## config.mk

```make
export PLATFORM = sky130hd
export DESIGN_NAME = binary_to_decimal_ascii_flat
export DESIGN_NICKNAME = d
export VERILOG_FILES = /design/src/rtl/b2da_pkg.sv /design/src/rtl/b2da_if.sv /design/src/rtl/b2da_stage.sv /design/src/rtl/b2da_serial.sv /design/src/rtl/binary_to_decimal_ascii.sv /design/src/flat_wrapper.sv
export VERILOG_INCLUDE_DIRS = /design/src /design/src/rtl
export SDC_FILE = /design/constraint.sdc
export NUM_CORES = 1
export LEC_CHECK = 0
export BUFFER_PORTS_ARGS = -buffer_cell sky130_fd_sc_hd__clkbuf_2
export CAP_MARGIN = 20
export CORE_UTILIZATION = 60
export CTS_BUF_LIST = sky130_fd_sc_hd__clkbuf_16
export DETAILED_ROUTE_END_ITERATION = 7
export PLACE_DENSITY = 0.88
export SYNTH_ARGS = -nofsm -noshare
export SYNTH_HDL_FRONTEND = slang
export SYNTH_SLANG_ARGS = --single-unit
```

## constraint.sdc

```tcl
create_clock -name clock -period 6.7 [get_ports clock]
set_input_delay 0 -clock clock [delete_from_list [all_inputs] [get_ports clock]]
set_output_delay 0 -clock clock [all_outputs]
set_load 0.01 [all_outputs]
```

## src/rtl/binary_to_decimal_ascii_defines.svh

```systemverilog
// ----------------------------------------------------------------------------
// binary_to_decimal_ascii assertion macros
// Concurrent assertion forms for the decimal converter RTL.
// ----------------------------------------------------------------------------
`ifndef BINARY_TO_DECIMAL_ASCII_DEFINES_SVH
`define BINARY_TO_DECIMAL_ASCII_DEFINES_SVH

// same-cycle implication
`define B2DA_ASSERT_NOW(lbl, clk, rst, ante, cons) \
   lbl: assert property (@(posedge clk) disable iff (rst) (ante) |-> (cons)) \
      else $error("b2da assertion failed");

// next-cycle implication
`define B2DA_ASSERT_NEXT(lbl, clk, rst, ante, cons) \
   lbl: assert property (@(posedge clk) disable iff (rst) (ante) |=> (cons)) \
      else $error("b2da assertion failed");

`endif

```

## src/rtl/b2da_pkg.sv

```systemverilog
// ----------------------------------------------------------------------------
// b2da_pkg
// Constants and helpers for the binary to decimal ASCII converter.
// ----------------------------------------------------------------------------
package b2da_pkg;

   localparam int VALUE_BITS_DEF = 32;
   localparam int MAX_DIGITS_DEF = 10;

   localparam int DIGIT_BITS = 4;
   localparam int ASCII_BITS = 6;
   localparam int STEP_BITS  = 4;   // double-dabble shifts per stage

   localparam logic [ASCII_BITS-1:0] ASCII_ZERO   = 6'd48;
   localparam logic [DIGIT_BITS-1:0] DABBLE_LIMIT = 4'd5;
   localparam logic [DIGIT_BITS-1:0] DABBLE_ADJ   = 4'd3;

   // decimal digits of 2**n - 1 (1233/4096 ~ log10(2))
   function automatic int bcd_digits(input int n);
      return ((n * 1233) >> 12) + 1;
   endfunction

endpackage

```

## src/rtl/b2da_if.sv

```systemverilog
// ----------------------------------------------------------------------------
// b2da channel interfaces
// Valid/ready channels for the request value and the digit response.
// ----------------------------------------------------------------------------
interface b2da_req_if #(
   parameter int VALUE_BITS = b2da_pkg::VALUE_BITS_DEF
);
   logic                  valid;
   logic                  ready;
   logic [VALUE_BITS-1:0] value;

   modport source (output valid, output value, input ready);
   modport sink   (input valid, input value, output ready);
endinterface

interface b2da_rsp_if;
   logic                               valid;
   logic                               ready;
   logic [b2da_pkg::ASCII_BITS-1:0]    ascii_digit;
   logic                               last_digit;

   modport source (output valid, output ascii_digit, output last_digit, input ready);
   modport sink   (input valid, input ascii_digit, input last_digit, output ready);
endinterface

```

## src/rtl/b2da_stage.sv

```systemverilog
// ----------------------------------------------------------------------------
// b2da_stage
// One pipeline stage of the double-dabble conversion, STEP_BITS shifts.
// ----------------------------------------------------------------------------
module b2da_stage #(
   parameter int DIGITS   = 11,
   parameter int BIN_BITS = 32
) (
   input  logic                                     clock,
   input  logic                                     reset,
   input  logic                                     in_valid,
   output logic                                     in_ready,
   input  logic [DIGITS*b2da_pkg::DIGIT_BITS-1:0]   in_bcd,
   input  logic [BIN_BITS-1:0]                      in_bin,
   output logic                                     out_valid,
   input  logic                                     out_ready,
   output logic [DIGITS*b2da_pkg::DIGIT_BITS-1:0]   out_bcd,
   output logic [BIN_BITS-1:0]                      out_bin
);

   localparam int DB = b2da_pkg::DIGIT_BITS;

   logic                   valid_ff;
   logic [DIGITS*DB-1:0]   bcd_ff;
   logic [DIGITS*DB-1:0]   bcd_in;
   logic [BIN_BITS-1:0]    bin_ff;
   logic [BIN_BITS-1:0]    bin_in;

   assign in_ready  = !valid_ff || out_ready;
   assign out_valid = valid_ff;
   assign out_bcd   = bcd_ff;
   assign out_bin   = bin_ff;

   always_comb begin
      bcd_in = in_bcd;
      bin_in = in_bin;
      for (int s = 0; s < b2da_pkg::STEP_BITS; s++) begin
         for (int d = 0; d < DIGITS; d++) begin
            if (bcd_in[d*DB +: DB] >= b2da_pkg::DABBLE_LIMIT) begin
               bcd_in[d*DB +: DB] = bcd_in[d*DB +: DB] + b2da_pkg::DABBLE_ADJ;
            end
         end
         {bcd_in, bin_in} = {bcd_in, bin_in} << 1;
      end
   end

   always_ff @(posedge clock) begin
      if (reset) begin
         valid_ff <= 1'b0;
      end else if (in_ready) begin
         valid_ff <= in_valid;
      end
   end

   always_ff @(posedge clock) begin
      if (in_ready) begin
         bcd_ff <= bcd_in;
         bin_ff <= bin_in;
      end
   end

endmodule

```

## src/rtl/b2da_serial.sv

```systemverilog
// ----------------------------------------------------------------------------
// b2da_serial
// Digit serializer: emits BCD digits as ASCII, most significant first.
// ----------------------------------------------------------------------------
`include "binary_to_decimal_ascii_defines.svh"

module b2da_serial #(
   parameter int WORK_DIGITS = 11,
   parameter int MAX_DIGITS  = 10
) (
   input  logic                                         clock,
   input  logic                                         reset,
   input  logic                                         in_valid,
   output logic                                         in_ready,
   input  logic [WORK_DIGITS*b2da_pkg::DIGIT_BITS-1:0]  in_bcd,
   b2da_rsp_if.source                                   rsp_bus
);

   localparam int DB    = b2da_pkg::DIGIT_BITS;
   localparam int IDX_W = $clog2(MAX_DIGITS);
   localparam logic [IDX_W-1:0] TOP_IDX = IDX_W'(MAX_DIGITS - 1);

   logic             busy_ff;
   logic [IDX_W-1:0] pos_ff;
   logic [IDX_W-1:0] pos_in;
   logic [IDX_W-1:0] lead_idx;
   logic [DB-1:0]    dig_ff [MAX_DIGITS];
   logic [DB-1:0]    cur_digit;
   logic             overflow;
   logic             fire_out;
   logic             done;
   logic             load;

   // keep the MAX_DIGITS low digits; anything above forces a full-width run
   assign overflow = |in_bcd[WORK_DIGITS*DB-1 : MAX_DIGITS*DB];

   always_comb begin
      lead_idx = '0;
      for (int k = 0; k < MAX_DIGITS; k++) begin
         if (in_bcd[k*DB +: DB] != '0) begin
            lead_idx = IDX_W'(k);
         end
      end
      pos_in = overflow ? TOP_IDX : lead_idx;
   end

   assign cur_digit = dig_ff[pos_ff];
   assign fire_out  = busy_ff && rsp_bus.ready;
   assign done      = fire_out && (pos_ff == '0);
   assign in_ready  = !busy_ff || done;
   assign load      = in_valid && in_ready;

   assign rsp_bus.valid       = busy_ff;
   assign rsp_bus.ascii_digit = b2da_pkg::ASCII_ZERO
                              + {{(b2da_pkg::ASCII_BITS-DB){1'b0}}, cur_digit};
   assign rsp_bus.last_digit  = (pos_ff == '0);

   always_ff @(posedge clock) begin
      if (reset) begin
         busy_ff <= 1'b0;
         pos_ff  <= '0;
      end else if (load) begin
         busy_ff <= 1'b1;
         pos_ff  <= pos_in;
      end else if (done) begin
         busy_ff <= 1'b0;
      end else if (fire_out) begin
         pos_ff  <= pos_ff - 1'b1;
      end
   end

   always_ff @(posedge clock) begin
      if (load) begin
         for (int k = 0; k < MAX_DIGITS; k++) begin
            dig_ff[k] <= in_bcd[k*DB +: DB];
         end
      end
   end

   `B2DA_ASSERT_NEXT(a_hold_on_stall, clock, reset, busy_ff && !rsp_bus.ready, busy_ff && $stable(pos_ff))
   `B2DA_ASSERT_NEXT(a_step_down, clock, reset, fire_out && (pos_ff != '0), busy_ff && (pos_ff == $past(pos_ff) - 1'b1))
   `B2DA_ASSERT_NOW(a_take_on_last, clock, reset, busy_ff && in_ready, rsp_bus.last_digit && rsp_bus.ready)
   `B2DA_ASSERT_NOW(a_pos_range, clock, reset, busy_ff, pos_ff <= TOP_IDX)

endmodule

```

## src/rtl/binary_to_decimal_ascii.sv

```systemverilog
// ----------------------------------------------------------------------------
// binary_to_decimal_ascii
// Unsigned binary to decimal ASCII digit stream, leading zeros suppressed.
// ----------------------------------------------------------------------------
//  channel   dir  payload                      handshake
//  req_bus   in   value[VALUE_BITS]            valid/ready
//  rsp_bus   out  ascii_digit[6], last_digit   valid/ready
//
//  Pipeline: ceil(VALUE_BITS/4) double-dabble stages, 4 shifts each, then the
//  serializer, which registers the digits before the first one is sent.
//  Throughput: one digit per cycle while rsp ready is high; a value sends d
//  digits (1..MAX_DIGITS) and the next loads as its last digit goes out.
//  Reset: synchronous; clears stage valid bits and the serializer busy flag.
//  Stalls: rsp ready low holds the current digit; the stages fill and req
//  ready drops, nothing is lost or repeated.
// ----------------------------------------------------------------------------
module binary_to_decimal_ascii #(
   parameter int VALUE_BITS = b2da_pkg::VALUE_BITS_DEF,
   parameter int MAX_DIGITS = b2da_pkg::MAX_DIGITS_DEF
) (
   input  logic        clock,
   input  logic        reset,
   b2da_req_if.sink    req_bus,
   b2da_rsp_if.source  rsp_bus
);

   localparam int DB          = b2da_pkg::DIGIT_BITS;
   localparam int STEP        = b2da_pkg::STEP_BITS;
   localparam int BCD_DIGITS  = b2da_pkg::bcd_digits(VALUE_BITS);
   localparam int WORK_DIGITS = ((BCD_DIGITS > MAX_DIGITS) ? BCD_DIGITS : MAX_DIGITS) + 1;
   localparam int STAGES      = (VALUE_BITS + STEP - 1) / STEP;
   localparam int PAD_BITS    = STAGES * STEP;

   logic                      valid_w [STAGES+1];
   logic                      ready_w [STAGES+1];
   logic [WORK_DIGITS*DB-1:0] bcd_w   [STAGES+1];
   logic [PAD_BITS-1:0]       bin_w   [STAGES+1];

   assign valid_w[0]    = req_bus.valid;
   assign req_bus.ready = ready_w[0];
   assign bcd_w[0]      = '0;
   assign bin_w[0]      = PAD_BITS'(req_bus.value);

   for (genvar i = 0; i < STAGES; i++) begin : g_stage
      b2da_stage #(
         .DIGITS   (WORK_DIGITS),
         .BIN_BITS (PAD_BITS)
      ) u_stage (
         .clock     (clock),
         .reset     (reset),
         .in_valid  (valid_w[i]),
         .in_ready  (ready_w[i]),
         .in_bcd    (bcd_w[i]),
         .in_bin    (bin_w[i]),
         .out_valid (valid_w[i+1]),
         .out_ready (ready_w[i+1]),
         .out_bcd   (bcd_w[i+1]),
         .out_bin   (bin_w[i+1])
      );
   end

   b2da_serial #(
      .WORK_DIGITS (WORK_DIGITS),
      .MAX_DIGITS  (MAX_DIGITS)
   ) u_serial (
      .clock    (clock),
      .reset    (reset),
      .in_valid (valid_w[STAGES]),
      .in_ready (ready_w[STAGES]),
      .in_bcd   (bcd_w[STAGES]),
      .rsp_bus  (rsp_bus)
   );

endmodule

```

## src/flat_wrapper.sv

```systemverilog
// flat-port wrapper written by rule: the top's interface ports become plain ports
module binary_to_decimal_ascii_flat 
#(
   parameter int VALUE_BITS = b2da_pkg::VALUE_BITS_DEF,
   parameter int MAX_DIGITS = b2da_pkg::MAX_DIGITS_DEF
)
  (clock, reset, req_bus_valid, req_bus_value, req_bus_ready, rsp_bus_valid, rsp_bus_ascii_digit, rsp_bus_last_digit, rsp_bus_ready);
  b2da_req_if #(.VALUE_BITS(VALUE_BITS)) req_bus_i ();
  b2da_rsp_if rsp_bus_i ();
  input  logic clock;
  input  logic reset;
  input wire logic [$bits(req_bus_i.valid)-1:0] req_bus_valid;
  input wire logic [$bits(req_bus_i.value)-1:0] req_bus_value;
  output wire logic [$bits(req_bus_i.ready)-1:0] req_bus_ready;
  output wire logic [$bits(rsp_bus_i.valid)-1:0] rsp_bus_valid;
  output wire logic [$bits(rsp_bus_i.ascii_digit)-1:0] rsp_bus_ascii_digit;
  output wire logic [$bits(rsp_bus_i.last_digit)-1:0] rsp_bus_last_digit;
  input wire logic [$bits(rsp_bus_i.ready)-1:0] rsp_bus_ready;
  assign req_bus_i.valid = req_bus_valid;
  assign req_bus_i.value = req_bus_value;
  assign req_bus_ready = req_bus_i.ready;
  assign rsp_bus_valid = rsp_bus_i.valid;
  assign rsp_bus_ascii_digit = rsp_bus_i.ascii_digit;
  assign rsp_bus_last_digit = rsp_bus_i.last_digit;
  assign rsp_bus_i.ready = rsp_bus_ready;
  binary_to_decimal_ascii #(.VALUE_BITS(VALUE_BITS), .MAX_DIGITS(MAX_DIGITS)) u_core (.clock(clock), .reset(reset), .req_bus(req_bus_i), .rsp_bus(rsp_bus_i));
endmodule
```

# --- Yosys cells after proc, flatten, opt, wreduce, memory -nomap -nowiden ---
# Memories as Yosys holds them, arrays and structs flattened. A register that Yosys moved wholly into a read port is not among the register bits.
# Cells that the tools add are included.
classes:
  addsub: 288
  mul: 0
  n_div: 0
  magnitude_cmp: 286
  eq_ne: 1
  shifts: 0
  n_mux: 305
  bitwise: 0
  n_reduce_logical: 35
op_table:
  columns: ["cell", "n"]
  rows:
  - ["greater-or-equal comparator 4 x 3 -> 1 bit, second input constant", 275]
  - ["two-way mux 4 bit", 269]
  - ["adder 4 x 2 -> 4 bit, second input constant", 255]
  - ["two-way mux 3 bit", 28]
  - ["adder 3 x 2 -> 3 bit, second input constant", 20]
  - ["nonzero test 4 bit", 9]
  - ["adder 1 x 2 -> 3 bit, both inputs constant", 10]
  - ["greater-or-equal comparator 1 x 3 -> 1 bit, both inputs constant", 10]
  - ["zero test 1 bit", 9]
  - ["logical OR 1 bit", 9]
  - ["two-way mux 1 bit", 8]
  - ["adder 5 x 5 -> 6 bit, first input constant", 1]
  - ["zero test 4 bit", 1]
  - ["nonzero test 2 bit", 2]
  - ["OR reduction 4 bit", 1]
  - ["subtractor 4 x 1 -> 4 bit, second input constant", 1]
  - ["adder 1 x 2 -> 3 bit, second input constant", 1]
  - ["greater-or-equal comparator 1 x 3 -> 1 bit, second input constant", 1]
  - ["logical AND 1 bit", 3]
  - ["inequality test 2 x 1 -> 1 bit, second input constant", 1]
  - ["AND reduction 2 bit", 1]
word_totals:
  ff_bits: 429
  latch_bits: 0
  mem_bits_rw: 40
  mem_bits_ro: 0
  inputBits: 36
  output_inout_bits: 9
  elab_cells: 944
  memories: 1
memory_table:
  columns: ["name", "words", "width", "rd", "rd_ports_with_merged_regs", "write_ports", "line", "source"]
  rows:
  - ["u_core.u_serial.dig_ff", 10, 4, 1, 1, 10, "b2da_serial.sv:27", "logic [DB-1:0] dig_ff [MAX_DIGITS];"]

# --- Longest topological paths before layout ---
logic_depth:
  word_depth: 14
  ltp_mapped: 20
  ltp_nobuf: 20

# --- Modules after synthesis ---
# Synthesis repeated with hierarchy kept, for this count alone.
unflattened:
  hier_cells: 8073
  hier_area_um2: 65529.1
by_module_without_submodules:
  columns: ["module", "n_inst", "cells_per_inst", "area_per_inst_um2", "seq_area_each_um2"]
  rows:
  - ["b2da_stage", 8, 993, 7931.4, 2182.1]
  - ["b2da_serial", 1, 128, 2074.5, 1381.3]
  - ["binary_to_decimal_ascii", 1, 1, 3.8, 0.0]

# --- Worst setup path after synthesis ---
# Ideal clock, no wire load.
synth_path:
  path_kind: "register to register"
  start: "register u_core.u_serial.pos_ff[0]"
  end: "register u_core.g_stage[0].u_stage.bcd_ff[0] (enable)"
  setup_ns: 0.683
  t_arrival_ns: 3.962
  required_ns: 6.017
  path_slack_ns: 2.055
  stages_incl_launch_ff: 10
  path_buffers: 0
  synth_period_minus_slack_ns: 4.645
  cell_sequence: "dfxtp_1 -> inv_1 -> ha_1 -> and3_1 -> nand2_1 -> and3_1 -> and2_1 -> nand3_1 -> nor2_1 -> nand4_1"
synth_between:
  elab_chain_len: 11
synth_rtl:
  columns: ["item", "line", "source"]
  rows:
  - ["from (decl)", "b2da_serial.sv:24", "logic [IDX_W-1:0] pos_ff;"]
  - ["from (signal assigned)", "b2da_serial.sv:64", "pos_ff <= pos_in;"]
  - ["from (signal assigned)", "b2da_serial.sv:68", "pos_ff <= pos_ff - 1'b1;"]
  - ["zero test 4 bit", null, null]
  - ["via rsp_bus_last_digit", "flat_wrapper.sv:17", "output wire logic [$bits(rsp_bus_i.last_digit)-1:0] rsp_bus_last_digit;"]
  - ["logical AND 1 bit", "b2da_serial.sv:49", "assign done = fire_out && (pos_ff == '0);"]
  - ["logical OR 1 bit", "b2da_serial.sv:50", "assign in_ready = !busy_ff || done;"]
  - ["logical OR 1 bit (4 in a row)", "b2da_stage.sv:29", "assign in_ready = !valid_ff || out_ready;"]
  - ["via u_core.g_stage[3].u_stage.out_ready", "b2da_stage.sv:16", "input logic out_ready,"]
  - ["logical OR 1 bit (4 in a row)", "b2da_stage.sv:29", null]
  - ["via req_bus_ready", "flat_wrapper.sv:14", "output wire logic [$bits(req_bus_i.ready)-1:0] req_bus_ready;"]
  - ["to (signal assigned)", "b2da_stage.sv:57", "bcd_ff <= bcd_in;"]
  - ["to (decl)", "b2da_stage.sv:24", "logic [DIGITS*DB-1:0] bcd_ff;"]
# The timed path passes the listed nets, and every way through them passes these cells.
# A chain may end at the register's enable or synchronous reset.

# --- Worst setup path in the final report ---
layout_path:
  start: "register u_core.g_stage[1].u_stage.bcd_ff[0]"
  end: "register u_core.g_stage[2].u_stage.bcd_ff[5], data pin"
layout_between:
  elab_chain_len: 8
  word_cells_on_any_way: 18
  cone_classes: "add/sub (6); order compare (6); mux (6)"
layout_rtl:
  columns: ["item", "line", "source"]
  rows:
  - ["from (decl)", "b2da_stage.sv:24", null]
  - ["from (signal assigned)", "b2da_stage.sv:57", null]
  - ["adder 4 x 2 -> 4 bit or greater-or-equal comparator 4 x 3 -> 1 bit (tied branches)", "b2da_stage.sv:40, b2da_stage.sv:39", null]
  - ["two-way mux 4 bit *", "b2da_stage.sv:39", "if (bcd_in[d*DB +: DB] >= b2da_pkg::DABBLE_LIMIT) begin"]
  - ["adder 4 x 2 -> 4 bit or greater-or-equal comparator 4 x 3 -> 1 bit (tied branches)", "b2da_stage.sv:40, b2da_stage.sv:39", null]
  - ["two-way mux 4 bit", "b2da_stage.sv:39", null]
  - ["adder 4 x 2 -> 4 bit or greater-or-equal comparator 4 x 3 -> 1 bit (tied branches)", "b2da_stage.sv:40, b2da_stage.sv:39", null]
  - ["two-way mux 4 bit", "b2da_stage.sv:39", null]
  - ["adder 4 x 2 -> 4 bit or greater-or-equal comparator 4 x 3 -> 1 bit (tied branches)", "b2da_stage.sv:40, b2da_stage.sv:39", null]
  - ["two-way mux 4 bit *", "b2da_stage.sv:39", null]
  - ["via u_core.g_stage[2].u_stage.bcd_in[5]", "b2da_stage.sv:25", "logic [DIGITS*DB-1:0] bcd_in;"]
  - ["to (signal assigned)", "b2da_stage.sv:57", null]
  - ["to (decl)", "b2da_stage.sv:24", null]
# Mark *: on every way through the listed nets, which the timed path passes. The rest lies on a longest branch.

==> flow_metrics.tcl <==
set metrics [dict create \
    tightest_slew_ps 1050 \
    grt_first_pass_wirelength_um 100000 \
    path_clk_slew_ps 70 \
    start_kind "flop" \
    synthCells 3149 \
    setup_violations 0 \
    drtPass1Iterations 8 \
    clk_latency_ps 590 \
    critPathKind "reg -> reg" \
    skew_ps 25.5 \
    wl_per_cell_um 15.6 \
    path_cells "inv_1, ha_1, nand2b_1, a21oi_4, mux2i_1, o21ai_2, xnor2_2, inv_2, ha_1, maj3_2, a221o_1, nor2_2, nor2b_1, a2111o_1, a22oi_2" \
    clockBufferDepth 3 \
    end_kind "flop" \
    postRouteAntennaNets 0 \
    cpMostUsedCell "ha_1" \
    dpl_cell_area_um2 29700 \
    final_cell_area_um2 31400 \
    crit_slowest_cell "mux2i_1" \
    ys_top_cells_by_area "edfxtp_1 (35%), ha_1 (5.9%), a21oi_1 (4.6%)" \
    num_rows 80 \
    cts-root-buf "clkbuf_16" \
    synth_edf_count 339 \
    timing.final.ws_setup_ps 2090 \
    cts_resized 0 \
    cts_tree "done" \
    synth.top_cell.area_share_pct 35.1 \
    synth_largest_area_cell "edfxtp_1" \
    grt_max_degree 43 \
    grt_overflow_total 0 \
    async_reset_ff_share_pct 0 \
    arrival_ps 5040 \
    drc 0 \
    crit_family "compound AO/OA/AOI/OAI gates" \
    track_usage_pct 23.4 \
    gp_congestion 0.863 \
    status "finished clean" \
    relSlewSlack_pct 29.8 \
    dr_total_vias 24320 \
    drive_gt1_share_pct 11.7 \
    routed_wl_um 59800 \
    critPathMaxStageDelay_ps 730 \
    fin_hold_ws_ps 127 \
    grt_pass1_vias 22889 \
    start_util_pct 60.8 \
    nets 3358 \
    yosys_register_bits 356 \
    drt_iter0_drc 2323 \
    port_buffers 42 \
    cts_buffers 41 \
    post-cts-setup-buffers 0 \
    num_io_pins 45 \
    yosysUniqueCellTypes 123 \
    fmaxAchievable_mhz 217 \
    syn_area_um2 29000 \
    htree_levels 2 \
    synth.most_common_cell "edfxtp_1" \
    die_y_um 222 \
    area_delta_synth_final_pct 8.21 \
    drv_slew 0 \
    grt_setup_unrepaired "false" \
    finalHoldViolations 0 \
    hpwl_um 42100 \
    worstPathMaxFanout 13 \
    synth.avg_cell_area_um2 9.22 \
    final.setup.tns_ps 0 \
    core_um2 47700 \
    final.min_clock_period_ps 4610 \
    dominantRegCellSynth "edfxtp_1" \
    finalCritPeriodShare_pct 68.9 \
    die_area_um2 49300 \
    antenna_found_initial 0 \
    viasPerCell 6.35 \
    synth_common_cells "edfxtp_1 (339), nor2_1 (275), a21oi_1 (269), nand2_1 (238), o21ai_0 (225)" \
    hp-class "in -> reg" \
    yosys_warnings 0 \
    cp.required_ps 7130 \
    diodes 0 \
    fill_cells 3486 \
    maxCapViolCount 0 \
    dp_slack_ps 2210 \
    critPathBufInv 2 \
    die_w_um 222 \
    cts_sinks 356 \
    ys_seq_area_share_pct 36.2 \
    cts_hold_buf 39 \
]
cells by family after synthesis:
logic type | Yosys count | synth area share [%]
buf+inv | 288 | 3.95
simple gates | 871 | 14.4
mux | 162 | 6.29
flops | 356 | 36.2
fa+ha+maj | 151 | 6.41
compound gates | 1162 | 27.0
other cells | 1 | 0.0129
xor+xnor | 158 | 5.68
metrics by stage:
step                utilization (%)  cells
floorplan                         -   3150
detailed placement             62.1   3714
CTS                            65.8   3829
global route                   65.8   3832
global placement               62.1   3714
finish                         65.8   3832
sequential cells by signal, indices dropped and copies added, names as in the netlist, named ones only:
| name | count |
|---|---|
| u_core.g_stage.u_stage.out_bcd | 187 |
| u_core.g_stage.u_stage.out_bin | 112 |
| u_core.u_serial.dig_ff | 40 |
| u_core.g_stage.u_stage.out_valid | 8 |
| u_core.u_serial.pos_ff | 4 |
| u_core.u_serial.rsp_bus.valid | 1 |
worst paths after layout:
check / start / end / slack (ps) / depth (start not counted)
max: u_core.g_stage[1].u_stage.out_bcd[0] / u_core.g_stage[2].u_stage.out_bcd[5] / 2090 / 15
min reg2reg: u_core.g_stage[3].u_stage.out_bin[17] / u_core.g_stage[4].u_stage.out_bin[21] / 410 / 0
min: req_bus_value[4] / u_core.g_stage[0].u_stage.out_bin[8] / 130 / 2
max reg2reg: u_core.g_stage[1].u_stage.out_bcd[0] / u_core.g_stage[2].u_stage.out_bcd[5] / 2090 / 15
cell usage in the layout (no fill, tap or decap), types with 71 or more instances in the layout:
master    count
a21oi_1     269
ha_1        138
mux2i_1      82
o21ai_1      71
nand2_1     238
o21ai_0     225
edfxtp_1    339
inv_1       170
xnor2_1     108
nor2_1      275
final cells by class:
type | instances | area, um^2 | area share (%)
clock inverter | 35 | 323 | 1.03
timing repair buffer | 95 | 703 | 2.24
multi-input combinational | 2506 | 17400 | 55.3
sequential | 356 | 10500 | 33.5
tap | 615 | 769 | 2.45
clock buffer | 41 | 1030 | 3.27
inverter | 184 | 694 | 2.21
routing by layer:
layer  part of all wire [%]  GRT usage (%)  up-vias
li1                       -              -    11985
met1                     39           25.4    11464
met2                     54           45.8      733
met3                    4.4           3.07      138
met4                    2.3           8.36        0
met5                      0              0        -
Power is not shown: default switching activity piles up to over one toggle a cycle in this logic, so the estimate is an artifact.
